--- src/hw/rtl/awk_fifo.sv ---
`timescale 1ns / 1ps
// -----------------------------------------------------------------------------
// awk_fifo
// Small synchronous first-in first-out queue with a combinational read port.
// -----------------------------------------------------------------------------
module awk_fifo #(
   parameter int WIDTH = 8,
   parameter int DEPTH = 4
) (
   input  logic             clock,
   input  logic             reset,
   input  logic             push,
   input  logic [WIDTH-1:0] din,
   input  logic             pop,
   output logic [WIDTH-1:0] dout,
   output logic             full,
   output logic             empty
);
   localparam int AW = (DEPTH > 1) ? $clog2(DEPTH) : 1;
   localparam int NW = $clog2(DEPTH + 1);

   logic [WIDTH-1:0] mem_ff [DEPTH];
   logic [AW-1:0]    wp_ff, wp_in, rp_ff, rp_in;
   logic [NW-1:0]    cnt_ff, cnt_in;

   assign full  = (cnt_ff == NW'(DEPTH));
   assign empty = (cnt_ff == '0);
   assign dout  = mem_ff[rp_ff];

   always_comb begin
      wp_in  = wp_ff;
      rp_in  = rp_ff;
      cnt_in = cnt_ff;
      if (push) begin
         wp_in = (wp_ff == AW'(DEPTH - 1)) ? '0 : wp_ff + 1'b1;
      end
      if (pop) begin
         rp_in = (rp_ff == AW'(DEPTH - 1)) ? '0 : rp_ff + 1'b1;
      end
      if (push && !pop) begin
         cnt_in = cnt_ff + 1'b1;
      end else if (pop && !push) begin
         cnt_in = cnt_ff - 1'b1;
      end
   end

   always_ff @(posedge clock) begin
      if (push) begin
         mem_ff[wp_ff] <= din;
      end
   end

   always_ff @(posedge clock) begin
      if (reset) begin
         wp_ff  <= '0;
         rp_ff  <= '0;
         cnt_ff <= '0;
      end else begin
         wp_ff  <= wp_in;
         rp_ff  <= rp_in;
         cnt_ff <= cnt_in;
      end
   end
endmodule

--- config.mk ---
export PLATFORM = sky130hd
export DESIGN_NAME = awk_fifo
export DESIGN_NICKNAME = d
export VERILOG_FILES = /design/src/hw/rtl/awk_fifo.sv
export SDC_FILE = /design/constraint.sdc
export NUM_CORES = 1
export LEC_CHECK = 0
export BUFFER_PORTS_ARGS = -buffer_cell sky130_fd_sc_hd__buf_2
export CORE_MARGIN = 2
export CORE_UTILIZATION = 50
export CTS_CLUSTER_DIAMETER = 150
export DETAILED_ROUTE_END_ITERATION = 8
export PLACE_DENSITY = 0.71
export SYNTH_ARGS = -nofsm -noshare
export SYNTH_HDL_FRONTEND = slang
export SYNTH_SLANG_ARGS = --single-unit
--- constraint.sdc ---
create_clock -name clock -period 2.9 [get_ports clock]
set_input_delay 0.435 -clock clock [delete_from_list [all_inputs] [get_ports clock]]
set_output_delay 0.435 -clock clock [all_outputs]
set_load 0.01 [all_outputs]
==> metrics.yaml, run 1 <==
outcome:
  outcome: "completed"
power_and_ir_drop:
  max-vdd-ir-drop_v: 0.000318
  leakage_nw: 0.673
  power_per_cell_area_nw_per_um2: 647
  power.total_mw: 1.17
cts:
  cts_resized: 0
  post_cts_buffers: 0
  cts_made_buffers: 5
  clock-sinks: 41
  cts_tree: "built"
  root_buffer: "clkbuf_4"
  cts_max_level: 2
  clkLatencyLatePin_ns: 0.34
  clk_transition_reported_paths_ns: 0.12
  ctsHoldBuffers: 0
  clk_path_buf_depth: 2
worst_setup_path:
  arrival_ns: 1.76
  critPathRequiredTime_ns: 2.47
  crit_fanout: 8
  crit_type: "flop to output pin"
  critPathLaunchType: "flop"
  end_kind: "output pin"
sta:
  setup_tns_ns: 0
  finalHoldViolCount: 0
  finalSetupViolCount: 0
  relSlewSlack: 0.644
  slew_viol_final: 0
  max_freq_mhz: 455
  min_period_ns: 2.20
  period_share: 0.758
  fin_worst_skew_ns: 0.0115
  rsz0062_at_grt: "false"
  whs_ns: 0.299
  tightest_slew_ns: 0.534
route:
  postRouteWirelength_mm: 2.34
  drc: 0
  wl_met2_mm: 1.18
  routedWlPerCell_um: 14.9
  drt-initial-drc-count: 27
  dr.pass1.iters: 4
  ant_nets: 0
  vias: 788
  via_per_inst: 5.02
  topRoutingLayerUsed: "met4"
  route.met3.wl_um: 147
  wl_met1_um: 966
finish:
  final_nets: 131
  fillCellCount: 251
  multiInputGateArea_um2: 425
  drive_above_1_share: 0.310
  fin_util: 0.595
  syn2layout_area_growth_pct: 13.7
  insertedDiodeCount: 0
  area.sequential_um2: 1140
  postLayoutCellArea_um2: 1820
die:
  die-area_um2: 3660
  start_util: 0.523
  rows: 20
  dieWidth_um: 60.5
  die_h_um: 60.5
  core_area_um2: 3050
  ios: 22
place:
  place_hpwl_mm: 1.58
  place_area_um2: 1740
  io_buffers: 21
  gp_congestion: 0.642
grt:
  grt_pass1_wl_mm: 3.90
  grt_antenna_before_repair: 0
  grt_max_degree: 13
  grt_pass1_vias: 861
  grt_use_total: 0.157
  overflow: 0
synth:
  syn_area_um2: 1600
  synth.avg_cell_area_um2: 18.6
  ys_warn_count: 0
  syn-num-nets: 105
  synth_cell_types: 17
  ys_seq_elements: 41
  synthCells: 86
  ys_seq_area_frac: 0.714
hold_path:
  hold_class: "input pin to flop"
flow_run:
  maxCapViolations: 0
==> stage by stage <==
stage | setup slack, ns | std cells
final | 0.700 | 157
after global routing | 0.566 | 157
after CTS | 0.648 | 157
after detailed placement | 0.995 | 149
after global placement | 1.04 | 149
after floorplan | 1.20 | 86
==> synth_stat cells <==
master,count,share of area
inv_1,4,0.0094
nor3_1,1,0.0031
buf_6,1,0.0070
mux4_2,8,0.11
a21oi_1,2,0.0063
fa_1,1,0.013
nor2_1,7,0.016
dfxtp_1,9,0.11
nor3b_1,2,0.0094
mux2i_1,4,0.025
or3_1,1,0.0039
edfxtp_1,32,0.60
xor2_1,2,0.011
o21ai_0,1,0.0031
ha_1,6,0.047
and2_1,4,0.016
clkbuf_2,1,0.0031
==> power by group <==
part / switching (mW) / internal [mW] / total [mW] / leakage [nW]
combinational: 0.0635 / 0.0652 / 0.129 / 0.265
clock: 0.175 / 0.180 / 0.354 / 0.0399
sequential: 0.0241 / 0.668 / 0.692 / 0.368
total: 0.262 / 0.913 / 1.17 / 0.673
==> logic make-up after synthesis <==
kind of cell | after synthesis | share of synthesized area
multiplexers | 12 | 0.138
flip-flops | 41 | 0.714
AO/OA/AOI/OAI | 3 | 0.00939
buffers and inverters | 6 | 0.0196
adder cells (fa/ha/maj) | 7 | 0.0595
XOR/XNOR | 2 | 0.0110
AND/OR/NAND/NOR | 15 | 0.0485
==> registers in the layout (all words and copies together) (netlist names), named ones only <==
name,flops
cnt_ff,3
mem_ff,32
rp_ff,2
wp_ff,2
==> critical path, cell delays in order, from the launching register on <==
cell and delay, ns:
dfxtp_1 0.68, mux4_2 0.58, buf_2 0.16
==> per-layer routing <==
metal,track usage,vias to the layer above
met1,0.179,384
met4,0.0652,0
met2,0.264,21
met5,0,-
li1,-,378
met3,0.0640,5
==> final cells by class <==
class                   count  area share
flip-flops and latches     41       0.628
multi-input cells          39       0.234
repair buffers             21      0.0579
well taps                  44      0.0303
clock buffers               6      0.0227
clock inverters             2      0.0186
inverters                   4     0.00826
==> final timing paths <==
| check | startpoint | end | slack [ns] | cells after the start |
|---|---|---|---|---|
| worst min register to register | cnt_ff[2]$_SDFFE_PP0P_ | cnt_ff[2]$_SDFFE_PP0P_ | 0.53 | 2 |
| worst max-delay path | flop | dout[0] | 0.70 | 2 |
| worst max register to register | cnt_ff[0]$_SDFFE_PP0P_ | cnt_ff[2]$_SDFFE_PP0P_ | 1.40 | 4 |
| worst min-delay path | din[0] | mem_ff[3][0]$_DFFE_PP_ | 0.30 | 1 |
==> layout by cell type, fill, tap and decap left out, drive strengths merged, types with 2 or more instances in the layout <==
cell type / instances
dfxtp: 9
inv: 4
xor2: 2
edfxtp: 32
and2: 4
clkbuf: 6
nor2: 7
ha: 6
buf: 21
mux4: 8
a21oi: 2
nor3b: 2
mux2i: 4
(Power assumes the default switching activity.)
==> run 2: changes to the inputs <==
Settings changed: PLACE_DENSITY 0.71 to 0.74.
Clock period 2.9 ns to 1.9 ns, I/O delays scaled along.
==> run 2 against run 1 <==
Net effect: clock skew grew 0.0033 ns; critical path depth grew 1; clock-buffer cell count shrank 1; cell area shrank 0.55%; worst hold slack lost 0.14 ns.
==> metrics.yaml, run 2 (same netlist as run 1, synthesis figures left out) <==
outcome:
  outcome: "completed"
finish:
  insertedDiodeCount: 0
  regMostFlops: "mem_ff"
  instances_no_fill: 158
  layout_commonest_cell: "edfxtp_1"
  layout_common_cells: "32 x edfxtp_1, 21 x buf_2, 9 x dfxtp_1, 8 x mux4_2, 7 x nor2_1"
  reg_top3: "mem_ff: 32 flops, cnt_ff: 3 flops"
  syn2layout_area_growth_pct: 13.1
  drive_above_1_share: 0.333
  fin_util: 0.592
  largest_register_ffs: 32
  final_nets: 132
hold_path:
  hold_class: "input pin to flop"
sta:
  rsz0062_at_grt: "false"
  setup_tns_ns: 0
  fin_worst_skew_ns: 0.0148
  layout_setup_ws_ns: 0.103
  slew_viol_final: 0
  max_freq_mhz: 556
  tightest_slew_ns: 0.431
  period_share: 0.946
  finalSetupViolCount: 0
  min_period_ns: 1.80
  finalHoldViolCount: 0
  relSlewSlack: 0.712
power_and_ir_drop:
  p_comb_frac: 0.124
  internal_power_mw: 1.26
  max-vdd-ir-drop_v: 0.000555
  power.total_mw: 1.66
  power_per_cell_area_nw_per_um2: 919
  leakage_nw: 0.675
  clkPwrFrac: 0.243
  p_sw_frac: 0.239
  pwr-share-seq: 0.633
  switchingPower_mw: 0.398
worst_setup_path:
  cp_cell_sequence: "buf_6, mux4_2, buf_2"
  crit_fanout: 8
  critPathLaunchType: "flop"
  crit_type: "flop to output pin"
  critPathRequiredTime_ns: 1.62
  crit_buf_inv: 2
  cp_slowest_cell: "mux4_2"
  crit_family: "multiplexers"
  arrival_ns: 1.51
  end_kind: "output pin"
  cpPeakStageDelay_ns: 0.51
route:
  routedWlPerCell_um: 14.9
  dr.pass1.iters: 4
  via_per_inst: 5.01
  ant_nets: 0
  postRouteWirelength_mm: 2.36
  drt-initial-drc-count: 29
  vias: 792
  drc: 0
die:
  rows: 20
  core_area_um2: 3050
  die_h_um: 60.5
  ios: 22
  dieWidth_um: 60.5
  die-area_um2: 3660
  start_util: 0.523
grt:
  overflow: 0
  grt_pass1_wl_mm: 3.59
  grt_antenna_before_repair: 0
  grt_max_degree: 14
  grt_use_total: 0.152
  grt_pass1_vias: 776
cts:
  post_cts_buffers: 0
  root_buffer: "clkbuf_4"
  clock-sinks: 41
  ctsHoldBuffers: 0
  clk_transition_reported_paths_ns: 0.12
  cts_tree: "built"
  cts_made_buffers: 5
  cts_max_level: 2
  clkLatencyLatePin_ns: 0.34
  cts_resized: 0
  clk_path_buf_depth: 2
place:
  placed_cells: 150
  place_hpwl_mm: 1.66
  dp_slack_ns: 0.0975
  gp_congestion: 0.699
  io_buffers: 21
flow_run:
  maxCapViolations: 0
run 2: cell count changes in the layout (fill, tap and decap cells not counted), sizes merged:
cell    change
buf         +1
bufinv      -1
clkbuf      -1
clkinv      +1
inv         +1
run 2: area by class of cell:
class                   instances  area (um2)
multi-input cells              39         425
inverters                       4        15.0
flip-flops and latches         41        1140
well taps                      44        55.1
repair buffers                 22         116
clock inverters                 3        16.3
fillers                       264        1250
clock buffers                   5        37.5
run 2: worst paths after layout:
| check | endpoint | cells past startpoint | startpoint | slack, ns |
|---|---|---|---|---|
| setup / recovery | dout[3] | 3 | flop | 0.10 |
| hold / removal | mem_ff[2][3]$_DFFE_PP_ | 1 | din[3] | 0.16 |
| setup reg to reg | cnt_ff[2]$_SDFFE_PP0P_ | 4 | cnt_ff[0]$_SDFFE_PP0P_ | 0.39 |
| hold reg to reg | cnt_ff[2]$_SDFFE_PP0P_ | 2 | cnt_ff[2]$_SDFFE_PP0P_ | 0.52 |
run 2: metal layers:
| layer | wire length, um | global-route usage | up-vias |
|---|---|---|---|
| li1 | - | - | 384 |
| met1 | 947 | 0.165 | 388 |
| met2 | 1260 | 0.255 | 18 |
| met3 | 126 | 0.0597 | 2 |
| met4 | 30 | 0.0839 | 0 |
| met5 | 0 | 0 | - |
run 2: worst register-to-register path: stages, from the launching register on:
cell     delay, ns
dfxtp_1       0.38
fa_1          0.44
xor2_1        0.16
or3_1         0.31
a21oi_1       0.16
run 2: power groups by stage:
stage | combinational [mW] | sequential, mW | clock (mW)
floorplan | 0.140 | 1.06 | 0
global placement | 0.201 | 1.07 | 0
detailed placement | 0.208 | 1.07 | 0
CTS | 0.211 | 1.05 | 0.423
global route | 0.230 | 1.06 | 0.462
finish | 0.207 | 1.05 | 0.404
run 2: stage by stage:
stage | area [um2] | hold WS, ns
global route | 1810 | 0.135
detailed placement | 1750 | 0.503
floorplan | 1600 | 0.354
finish | 1810 | 0.158
CTS | 1800 | 0.138
global placement | 1750 | 0.480
