===== src/hw/rtl/awk_pkg.sv =====
`timescale 1ns / 1ps
// -----------------------------------------------------------------------------
// awk_pkg
// Shared types, constants and tables of the Ackermann wheel speed block.
// -----------------------------------------------------------------------------
package awk_pkg;

   localparam int QUEUE_DEPTH_DEF = 4;
   localparam int OUT_DEPTH_DEF   = 32;

   localparam logic [10:0] STRAIGHT_MRAD = 11'd1571;
   localparam int CORDIC_STEPS = 16;
   localparam int CW           = 48;
   localparam int ZW           = 18;
   localparam int XYW          = 29;
   localparam int DIV_QW       = 17;
   localparam int DIV_LAT      = DIV_QW + 1;
   localparam int CORDIC_LAT   = CORDIC_STEPS + 2;
   localparam int BACK_LAT     = 4 + DIV_LAT;
   localparam int STEER_DLY    = BACK_LAT - 1 - CORDIC_LAT;

   localparam logic [1:0] ADDR_DRIVE_RATIO = 2'd0;
   localparam logic [1:0] ADDR_TRACK_WIDTH = 2'd1;
   localparam logic [1:0] ADDR_WHEELBASE   = 2'd2;
   localparam logic [1:0] ADDR_MIN_RADIUS  = 2'd3;

   typedef enum logic [1:0] {
      KIND_ZERO     = 2'd0,
      KIND_STRAIGHT = 2'd1,
      KIND_NORMAL   = 2'd2,
      KIND_CUT      = 2'd3
   } kind_type;

   typedef struct packed {
      logic [15:0] drive_ratio;
      logic [11:0] track_width;
      logic [11:0] wheelbase;
      logic [15:0] min_radius;
   } cfg_type;

   typedef struct packed {
      kind_type           kind;
      logic signed [15:0] v;
      logic signed [15:0] w;
      logic [16:0]        av;
      logic [16:0]        aw;
      logic               left;
      logic [24:0]        av1000;
   } cmd_type;

   typedef struct packed {
      logic valid;
      logic straight;
      logic left;
      logic negl;
      logic negr;
   } meta_type;

   function automatic logic signed [ZW-1:0] atan_tab(input int i);
      logic signed [ZW-1:0] r;
      case (i)
         0:  r = ZW'(51472);
         1:  r = ZW'(30385);
         2:  r = ZW'(16055);
         3:  r = ZW'(8150);
         4:  r = ZW'(4091);
         5:  r = ZW'(2047);
         6:  r = ZW'(1024);
         7:  r = ZW'(512);
         8:  r = ZW'(256);
         9:  r = ZW'(128);
         10: r = ZW'(64);
         11: r = ZW'(32);
         12: r = ZW'(16);
         13: r = ZW'(8);
         14: r = ZW'(4);
         15: r = ZW'(2);
         default: r = '0;
      endcase
      return r;
   endfunction

endpackage


===== src/hw/rtl/awk_front.sv =====
`timescale 1ns / 1ps
// -----------------------------------------------------------------------------
// awk_front
// Accepts twist items, takes magnitudes and sorts each into a turn kind.
// -----------------------------------------------------------------------------
module awk_front
   import awk_pkg::*;
(
   input  logic        clock,
   input  logic        reset,
   input  cfg_type     cfg,
   input  logic        req_tvalid,
   output logic        req_tready,
   input  logic [31:0] req_tdata,
   output logic        push,
   output cmd_type     cmd,
   input  logic        full
);
   logic               valid0_ff, valid1_ff;
   logic signed [15:0] v0_ff, w0_ff;
   logic [16:0]        av0_ff, aw0_ff;
   logic [24:0]        av1000_0_ff;
   logic [32:0]        rmaw0_ff;
   cmd_type            cmd_ff, cmd_in;
   logic               adv0, adv1;
   logic signed [15:0] v_c, w_c;
   logic [16:0]        av_c, aw_c;

   assign v_c  = req_tdata[15:0];
   assign w_c  = req_tdata[31:16];
   assign av_c = v_c[15] ? 17'(-{v_c[15], v_c}) : {1'b0, v_c};
   assign aw_c = w_c[15] ? 17'(-{w_c[15], w_c}) : {1'b0, w_c};

   assign adv1       = !valid1_ff || !full;
   assign adv0       = !valid0_ff || adv1;
   assign req_tready = adv0;
   assign push       = valid1_ff && !full;
   assign cmd        = cmd_ff;

   always_comb begin
      cmd_in.v      = v0_ff;
      cmd_in.w      = w0_ff;
      cmd_in.av     = av0_ff;
      cmd_in.aw     = aw0_ff;
      cmd_in.av1000 = av1000_0_ff;
      cmd_in.left   = (v0_ff[15] == w0_ff[15]);
      if (v0_ff == '0) begin
         cmd_in.kind = KIND_ZERO;
      end else if (w0_ff == '0) begin
         cmd_in.kind = KIND_STRAIGHT;
      end else if ({8'b0, av1000_0_ff} <= rmaw0_ff) begin
         cmd_in.kind = KIND_CUT;
      end else begin
         cmd_in.kind = KIND_NORMAL;
      end
   end

   always_ff @(posedge clock) begin
      if (adv0) begin
         v0_ff       <= v_c;
         w0_ff       <= w_c;
         av0_ff      <= av_c;
         aw0_ff      <= aw_c;
         av1000_0_ff <= 25'(av_c * 25'd1000);
         rmaw0_ff    <= 33'(cfg.min_radius * aw_c);
      end
      if (adv1) begin
         cmd_ff <= cmd_in;
      end
   end

   always_ff @(posedge clock) begin
      if (reset) begin
         valid0_ff <= 1'b0;
         valid1_ff <= 1'b0;
      end else begin
         if (adv0) begin
            valid0_ff <= req_tvalid;
         end
         if (adv1) begin
            valid1_ff <= valid0_ff;
         end
      end
   end
endmodule


===== config.mk =====
export PLATFORM = sky130hd
export DESIGN_NAME = awk_front
export DESIGN_NICKNAME = d
export VERILOG_FILES = /design/src/hw/rtl/awk_pkg.sv /design/src/hw/rtl/awk_front.sv
export SDC_FILE = /design/constraint.sdc
export NUM_CORES = 1
export LEC_CHECK = 0
export ABC_AREA = 1
export BUFFER_PORTS_ARGS = -buffer_cell sky130_fd_sc_hd__buf_2
export CAP_MARGIN = 10
export CELL_PAD_IN_SITES_DETAIL_PLACEMENT = 0
export CELL_PAD_IN_SITES_GLOBAL_PLACEMENT = 1
export CORE_UTILIZATION = 48
export DETAILED_ROUTE_END_ITERATION = 8
export PLACE_DENSITY = 0.9
export RECOVER_POWER = 100
export SLEW_MARGIN = 5
export SYNTH_ARGS = -nofsm -noshare
export SYNTH_HDL_FRONTEND = slang
export SYNTH_SLANG_ARGS = --single-unit

===== constraint.sdc =====
create_clock -name clock -period 7.24 [get_ports clock]
set_input_delay 0.724 -clock clock [delete_from_list [all_inputs] [get_ports clock]]
set_output_delay 0.724 -clock clock [all_outputs]
set_load 0.02 [all_outputs]

==> results.sh, run 1 <==
export IMPL_status="complete, but fails checks"
export IMPL_failed_checks="capacitance limit, slew limit"
export IMPL_critPathLaunchType="input pin"
export IMPL_max_stage_delay_ps=550
export IMPL_synthToLayoutAreaGrowth_pct=10.31
export IMPL_fin_util_pct=54.17
export IMPL_grt_ovfl_total=0
export IMPL_io_pins=188
export IMPL_num_rows=73
export IMPL_yosys_area_top_type_share_pct=31.11
export IMPL_cts_sinks=206
export IMPL_grt_pass1_wl_um=72750
export IMPL_synthArstFlopShare_pct=0
export IMPL_die_h_um=204.5
export IMPL_route_detailed_wl_per_inst_um=15.97
export IMPL_clkSlewWorstSetupHoldPaths_ps=50
export IMPL_rr_startpoint="valid1_ff$_SDFFE_PP0P_"
export IMPL_dp_cells=2744
export IMPL_grt_max_degree=69
export IMPL_cp_slowest_cell="fa_1"
export IMPL_hold_buffers=0
export IMPL_grt_usage_pct=22.31
export IMPL_postRouteAntennaNets=0
export IMPL_synth_distinct_cells=43
export IMPL_seq_area_frac_synth_pct=31.31
export IMPL_antennaDiodeCount=0
export IMPL_drtIter0Drc=991
export IMPL_synth_largest_area_cell="edfxtp_1"
export IMPL_worstMarginPinSlew_ps=3127
export IMPL_fmax_mhz=149.4
export IMPL_drt_total_wl_um=44510
export IMPL_antenna_found_initial=1
export IMPL_nets=2777
export IMPL_synthTopCellsByArea="edfxtp_1 31%, fa_1 27%, ha_1 11%, inv_1 8.7%, nand2_1 8.1%"
export IMPL_grt_pass1_vias=14106
export IMPL_synth_seq_cells=206
export IMPL_die_area_mm2=0.04183
export IMPL_htreeDepth=1
export IMPL_synth_edf_count=204
export IMPL_final_cells=2787
export IMPL_layout_commonest_cell="inv_1"
export IMPL_drv_cap=4
export IMPL_numPortBuffers=144
export IMPL_post_cts_buffers=0
export IMPL_rsz0062_at_grt="no"
export IMPL_final_cell_mix="459 x inv_1, 427 x nand2_1, 265 x fa_1"
export IMPL_relSlewSlack_pct=-108.5
export IMPL_cts_root_buf="clkbuf_16"
export IMPL_syn_area_mm2=0.01969
export IMPL_drc=0
export IMPL_pre_cts_ws_ps=-137.7
export IMPL_avgSynthCellArea_um2=9.572
export IMPL_die_w_um=204.5
export IMPL_fin_ws_ps=544.7
export IMPL_setup_violations=0
export IMPL_hp_class="input pin to flop"
export IMPL_cts_buffers=24
export IMPL_dp_hpwl_um=37270
export IMPL_period_share_pct=92.48
export IMPL_clk_latency_ps=550
export IMPL_drive_gt1_share_pct=4.730
export IMPL_vias_per_cell=5.010
export IMPL_crit_arrival_ps=6990
export IMPL_coreArea_mm2=0.04010
export IMPL_yosys_warnings=0
export IMPL_cp_end_kind="flop"
export IMPL_cp_required_ps=7540
export IMPL_min_from="reset"
export IMPL_dr_pass1_iters=6
export IMPL_gp_congestion=0.8810
export IMPL_initial_core_util_pct=49.11
export IMPL_critPathLaunch="req_tdata[16]"
export IMPL_critical_path_class="input pin to flop"
export IMPL_synthFlopType="edfxtp_1"
export IMPL_fin_tns_setup_ps=0
export IMPL_crit_path_max_fanout=4
export IMPL_hold_violations=0
export IMPL_cts_tree="built"
export IMPL_fin_skew_ps=24.41
export IMPL_slew_violations=213
export IMPL_vias=13962
export IMPL_synth_cells=2057
export IMPL_period_minus_slack_ps=6695
export IMPL_cts_buffer_depth=3
synth_stat cells, types with 2 or more instances:
cell type  count
inv_1        455
nand4_1       13
inv_2         16
ha_1         175
buf_6          4
dfxtp_1        2
nand3_1       61
edfxtp_1     204
nor4_1         5
clkbuf_1      18
o21bai_1       7
nor2_2         2
buf_2          6
a21oi_1       65
buf_4         11
nand2_1      424
nand2_2       11
conb_1         2
nor3_1        10
o21ai_0       30
nor2_1       199
clkinv_1       3
o211ai_1       2
xor2_1        37
a21o_1         3
fa_1         265
xnor2_1        7
nand3b_1       5
layer usage:
metal  vias up  share of wire (%)  track usage, %
li1       6677                  -               -
met1      6832                 44           31.69
met2       392                 47           36.21
met3        59                5.9           2.625
met4         2                2.5           6.077
met5         -              0.027               0
kinds of logic (layout without fill, tap and decap cells):
family	after synthesis	in the layout	synth area share, %
other	2	25	0.03814
xor gates and xnor gates	45	45	2.040
AOI/OAI and AO/OA	114	114	3.171
buffers and inverters	514	696	10.21
DFF	206	206	31.31
adders and majority gates	440	440	38.06
and+or+nand+nor	736	736	15.17
final timing paths:
path | end | slack, ps | cells past startpoint
worst max-delay path | rmaw0_ff[30]$_DFFE_PP_ | 540 | 30
worst max register to register | aw0_ff[11]$_DFFE_PP_ | 2600 | 3
worst min-delay path | valid1_ff$_SDFFE_PP0P_ | 360 | 2
worst min register to register | cmd[55]$_DFFE_PP_ | 410 | 0
per-stage QoR:
stage	area, µm²	hold WS, ps
floorplan	19780	400.3
global placement	21200	400.9
detailed placement	21200	404.5
CTS	21960	347.6
global route	21720	346.4
finish	21720	362.8
critical path: cells and delay by family:
family / cells / cell delay (ps)
xor gates and xnor gates: 1 / 370
adders and majority gates: 8 / 3540
and+or+nand+nor: 9 / 1060
buffers and inverters: 10 / 850
AOI/OAI and AO/OA: 2 / 420
sequential cells by signal, indices dropped and copies added, names as in the netlist:
register     cells
cmd             87
v0_ff           16
valid0_ff        1
rmaw0_ff        33
aw0_ff          16
av1000_0_ff     20
valid1_ff        1
w0_ff           16
av0_ff          16
cell type report:
class | instances | area (µm²)
Clock buffer | 27 | 611.8
Clock inverter | 16 | 141.4
Fill cell | 3673 | 18380
Inverter | 475 | 1784
Multi-Input combinational cell | 1360 | 11590
Sequential cell | 206 | 6166
Tap cell | 525 | 656.9
Timing Repair Buffer | 178 | 769.5
timing repair:
action                                  4_1_cts  5_1_grt
resized for setup                             0        1
endpoints found under the setup margin        0        5
hold endpoints to repair                      0        0
Power of run 1 is not shown: default switching activity piles up to over one toggle a cycle in this logic, so the estimate is an artifact.
==> run 2, diff against run 1 <==
- CORE_MARGIN: default -> 4
- MAX_ROUTING_LAYER: default -> met4
==> run 2 against run 1 <==
The flow still finishes with violations (capacitance limit, slew limit). Die area is 6.0% higher. Register-to-register slack gained 190 ps. Final cell count decreased by 0.29%. Critical path type unchanged. Critical endpoint unchanged. Highest routed layer is now met4.
==> results.sh, run 2 (synthesis gave the netlist of run 1 again) <==
export IMPL_post_cts_resized=0
export IMPL_cts_buffer_depth=3
export IMPL_rr_startpoint="valid0_ff$_SDFFE_PP0P_"
export IMPL_worstMarginPinSlew_ps=3064
export IMPL_status="complete, but fails checks"
export IMPL_clkSlewWorstSetupHoldPaths_ps=60
export IMPL_grt_max_degree=54
export IMPL_slew_violations=215
export IMPL_fin_tns_setup_ps=0
export IMPL_hold_depth=2
export IMPL_layout_commonest_cell="inv_1"
export IMPL_period_share_pct=91.46
export IMPL_initial_core_util_pct=49.11
export IMPL_clk_latency_ps=550
export IMPL_hold_violations=0
export IMPL_gp_congestion=0.9357
export IMPL_cp_num_buf_inv=8
export IMPL_drt_total_wl_um=46170
export IMPL_failed_checks="capacitance limit, slew limit"
export IMPL_max_stage_delay_ps=550
export IMPL_drive_gt1_share_pct=4.570
export IMPL_cp_top_family="adder cells"
export IMPL_grt_pass1_wl_um=75120
export IMPL_min_from="reset"
export IMPL_rsz0062_at_grt="no"
export IMPL_cts_root_buf="clkbuf_16"
export IMPL_drtIter0Drc=962
export IMPL_post_cts_buffers=0
export IMPL_nets=2770
export IMPL_postRouteAntennaNets=0
export IMPL_synthToLayoutAreaGrowth_pct=10.48
export IMPL_die_h_um=210.5
export IMPL_period_minus_slack_ps=6622
export IMPL_cp_end_kind="flop"
export IMPL_dr_pass1_iters=5
export IMPL_fin_util_pct=54.25
export IMPL_cp_required_ps=7540
export IMPL_hold_buffers=0
export IMPL_route_detailed_wl_per_inst_um=16.61
export IMPL_critPathLaunch="req_tdata[17]"
export IMPL_crit_path_max_fanout=8
export IMPL_cp_slowest_cell="fa_1"
export IMPL_drv_cap=5
export IMPL_relSlewSlack_pct=-104.3
export IMPL_num_rows=73
export IMPL_cts_sinks=206
export IMPL_hp_class="input pin to flop"
export IMPL_grt_pass1_vias=14454
export IMPL_coreArea_mm2=0.04010
export IMPL_cts_buffers=23
export IMPL_dp_hpwl_um=38260
export IMPL_setup_violations=0
export IMPL_placed_area_mm2=0.02116
export IMPL_fin_area_mm2=0.02175
export IMPL_grt_ovfl_total=0
export IMPL_drc=0
export IMPL_numPortBuffers=144
export IMPL_die_area_mm2=0.04433
export IMPL_critPathLaunchType="input pin"
export IMPL_htreeDepth=1
export IMPL_grt_usage_pct=21.79
export IMPL_fin_skew_ps=22.07
export IMPL_critical_path_class="input pin to flop"
export IMPL_die_w_um=210.5
export IMPL_largest_reg_flops=87
export IMPL_crit_arrival_ps=6920
export IMPL_final_cell_mix="456 x inv_1, 427 x nand2_1, 265 x fa_1"
export IMPL_cts_tree="built"
export IMPL_vias_per_cell=5.026
export IMPL_fmax_mhz=151.0
export IMPL_io_pins=188
export IMPL_antenna_found_initial=1
export IMPL_critical_path_depth=29
export IMPL_vias=13966
export IMPL_reg2regPathDepth=2
export IMPL_antennaDiodeCount=0
## run 2: cell count changes in the layout (fill, tap and decap cells not counted), sizes merged
cell	previous run	this run
inv	472	474
bufinv	1	6
clkinv	17	8
clkinvlp	1	2
clkbuf	165	164
buf	40	34
## run 2: per-stage QoR
step | hold slack (ps) | setup WS, ps | cells
after floorplan | 400.3 | 947.1 | 2080
after global placement | 400.2 | 285.0 | 2738
after detailed placement | 404.5 | 187.6 | 2738
after CTS | 338.8 | 766.4 | 2779
after global routing | 356.2 | 206.4 | 2779
final | 364.7 | 618.0 | 2779
## run 2: final cells by class
cell class | instances | area, µm²
fillers | 3689 | 18340
multi-input cells | 1360 | 11570
flip-flops and latches | 206 | 6166
inverters | 475 | 1784
repair buffers | 172 | 723.2
well taps | 525 | 656.9
clock buffers | 26 | 586.8
clock inverters | 15 | 265.3
## run 2: final timing paths
kind | end | slack (ps)
worst max-delay path | rmaw0_ff[30]$_DFFE_PP_ | 620
worst min-delay path | valid0_ff$_SDFFE_PP0P_ | 360
worst max register to register | av0_ff[15]$_DFFE_PP_ | 2790
worst min register to register | cmd[36]$_DFFE_PP_ | 420
## run 2: metal layers
metal	vias up	routed length (µm)	global-route usage, %
met4	0	1062	4.874
li1	6663	-	-
met1	6864	20400	30.66
met2	372	21980	34.74
met3	67	2738	2.247
met5	-	0	-
Power of run 2 is left out for the same reason.
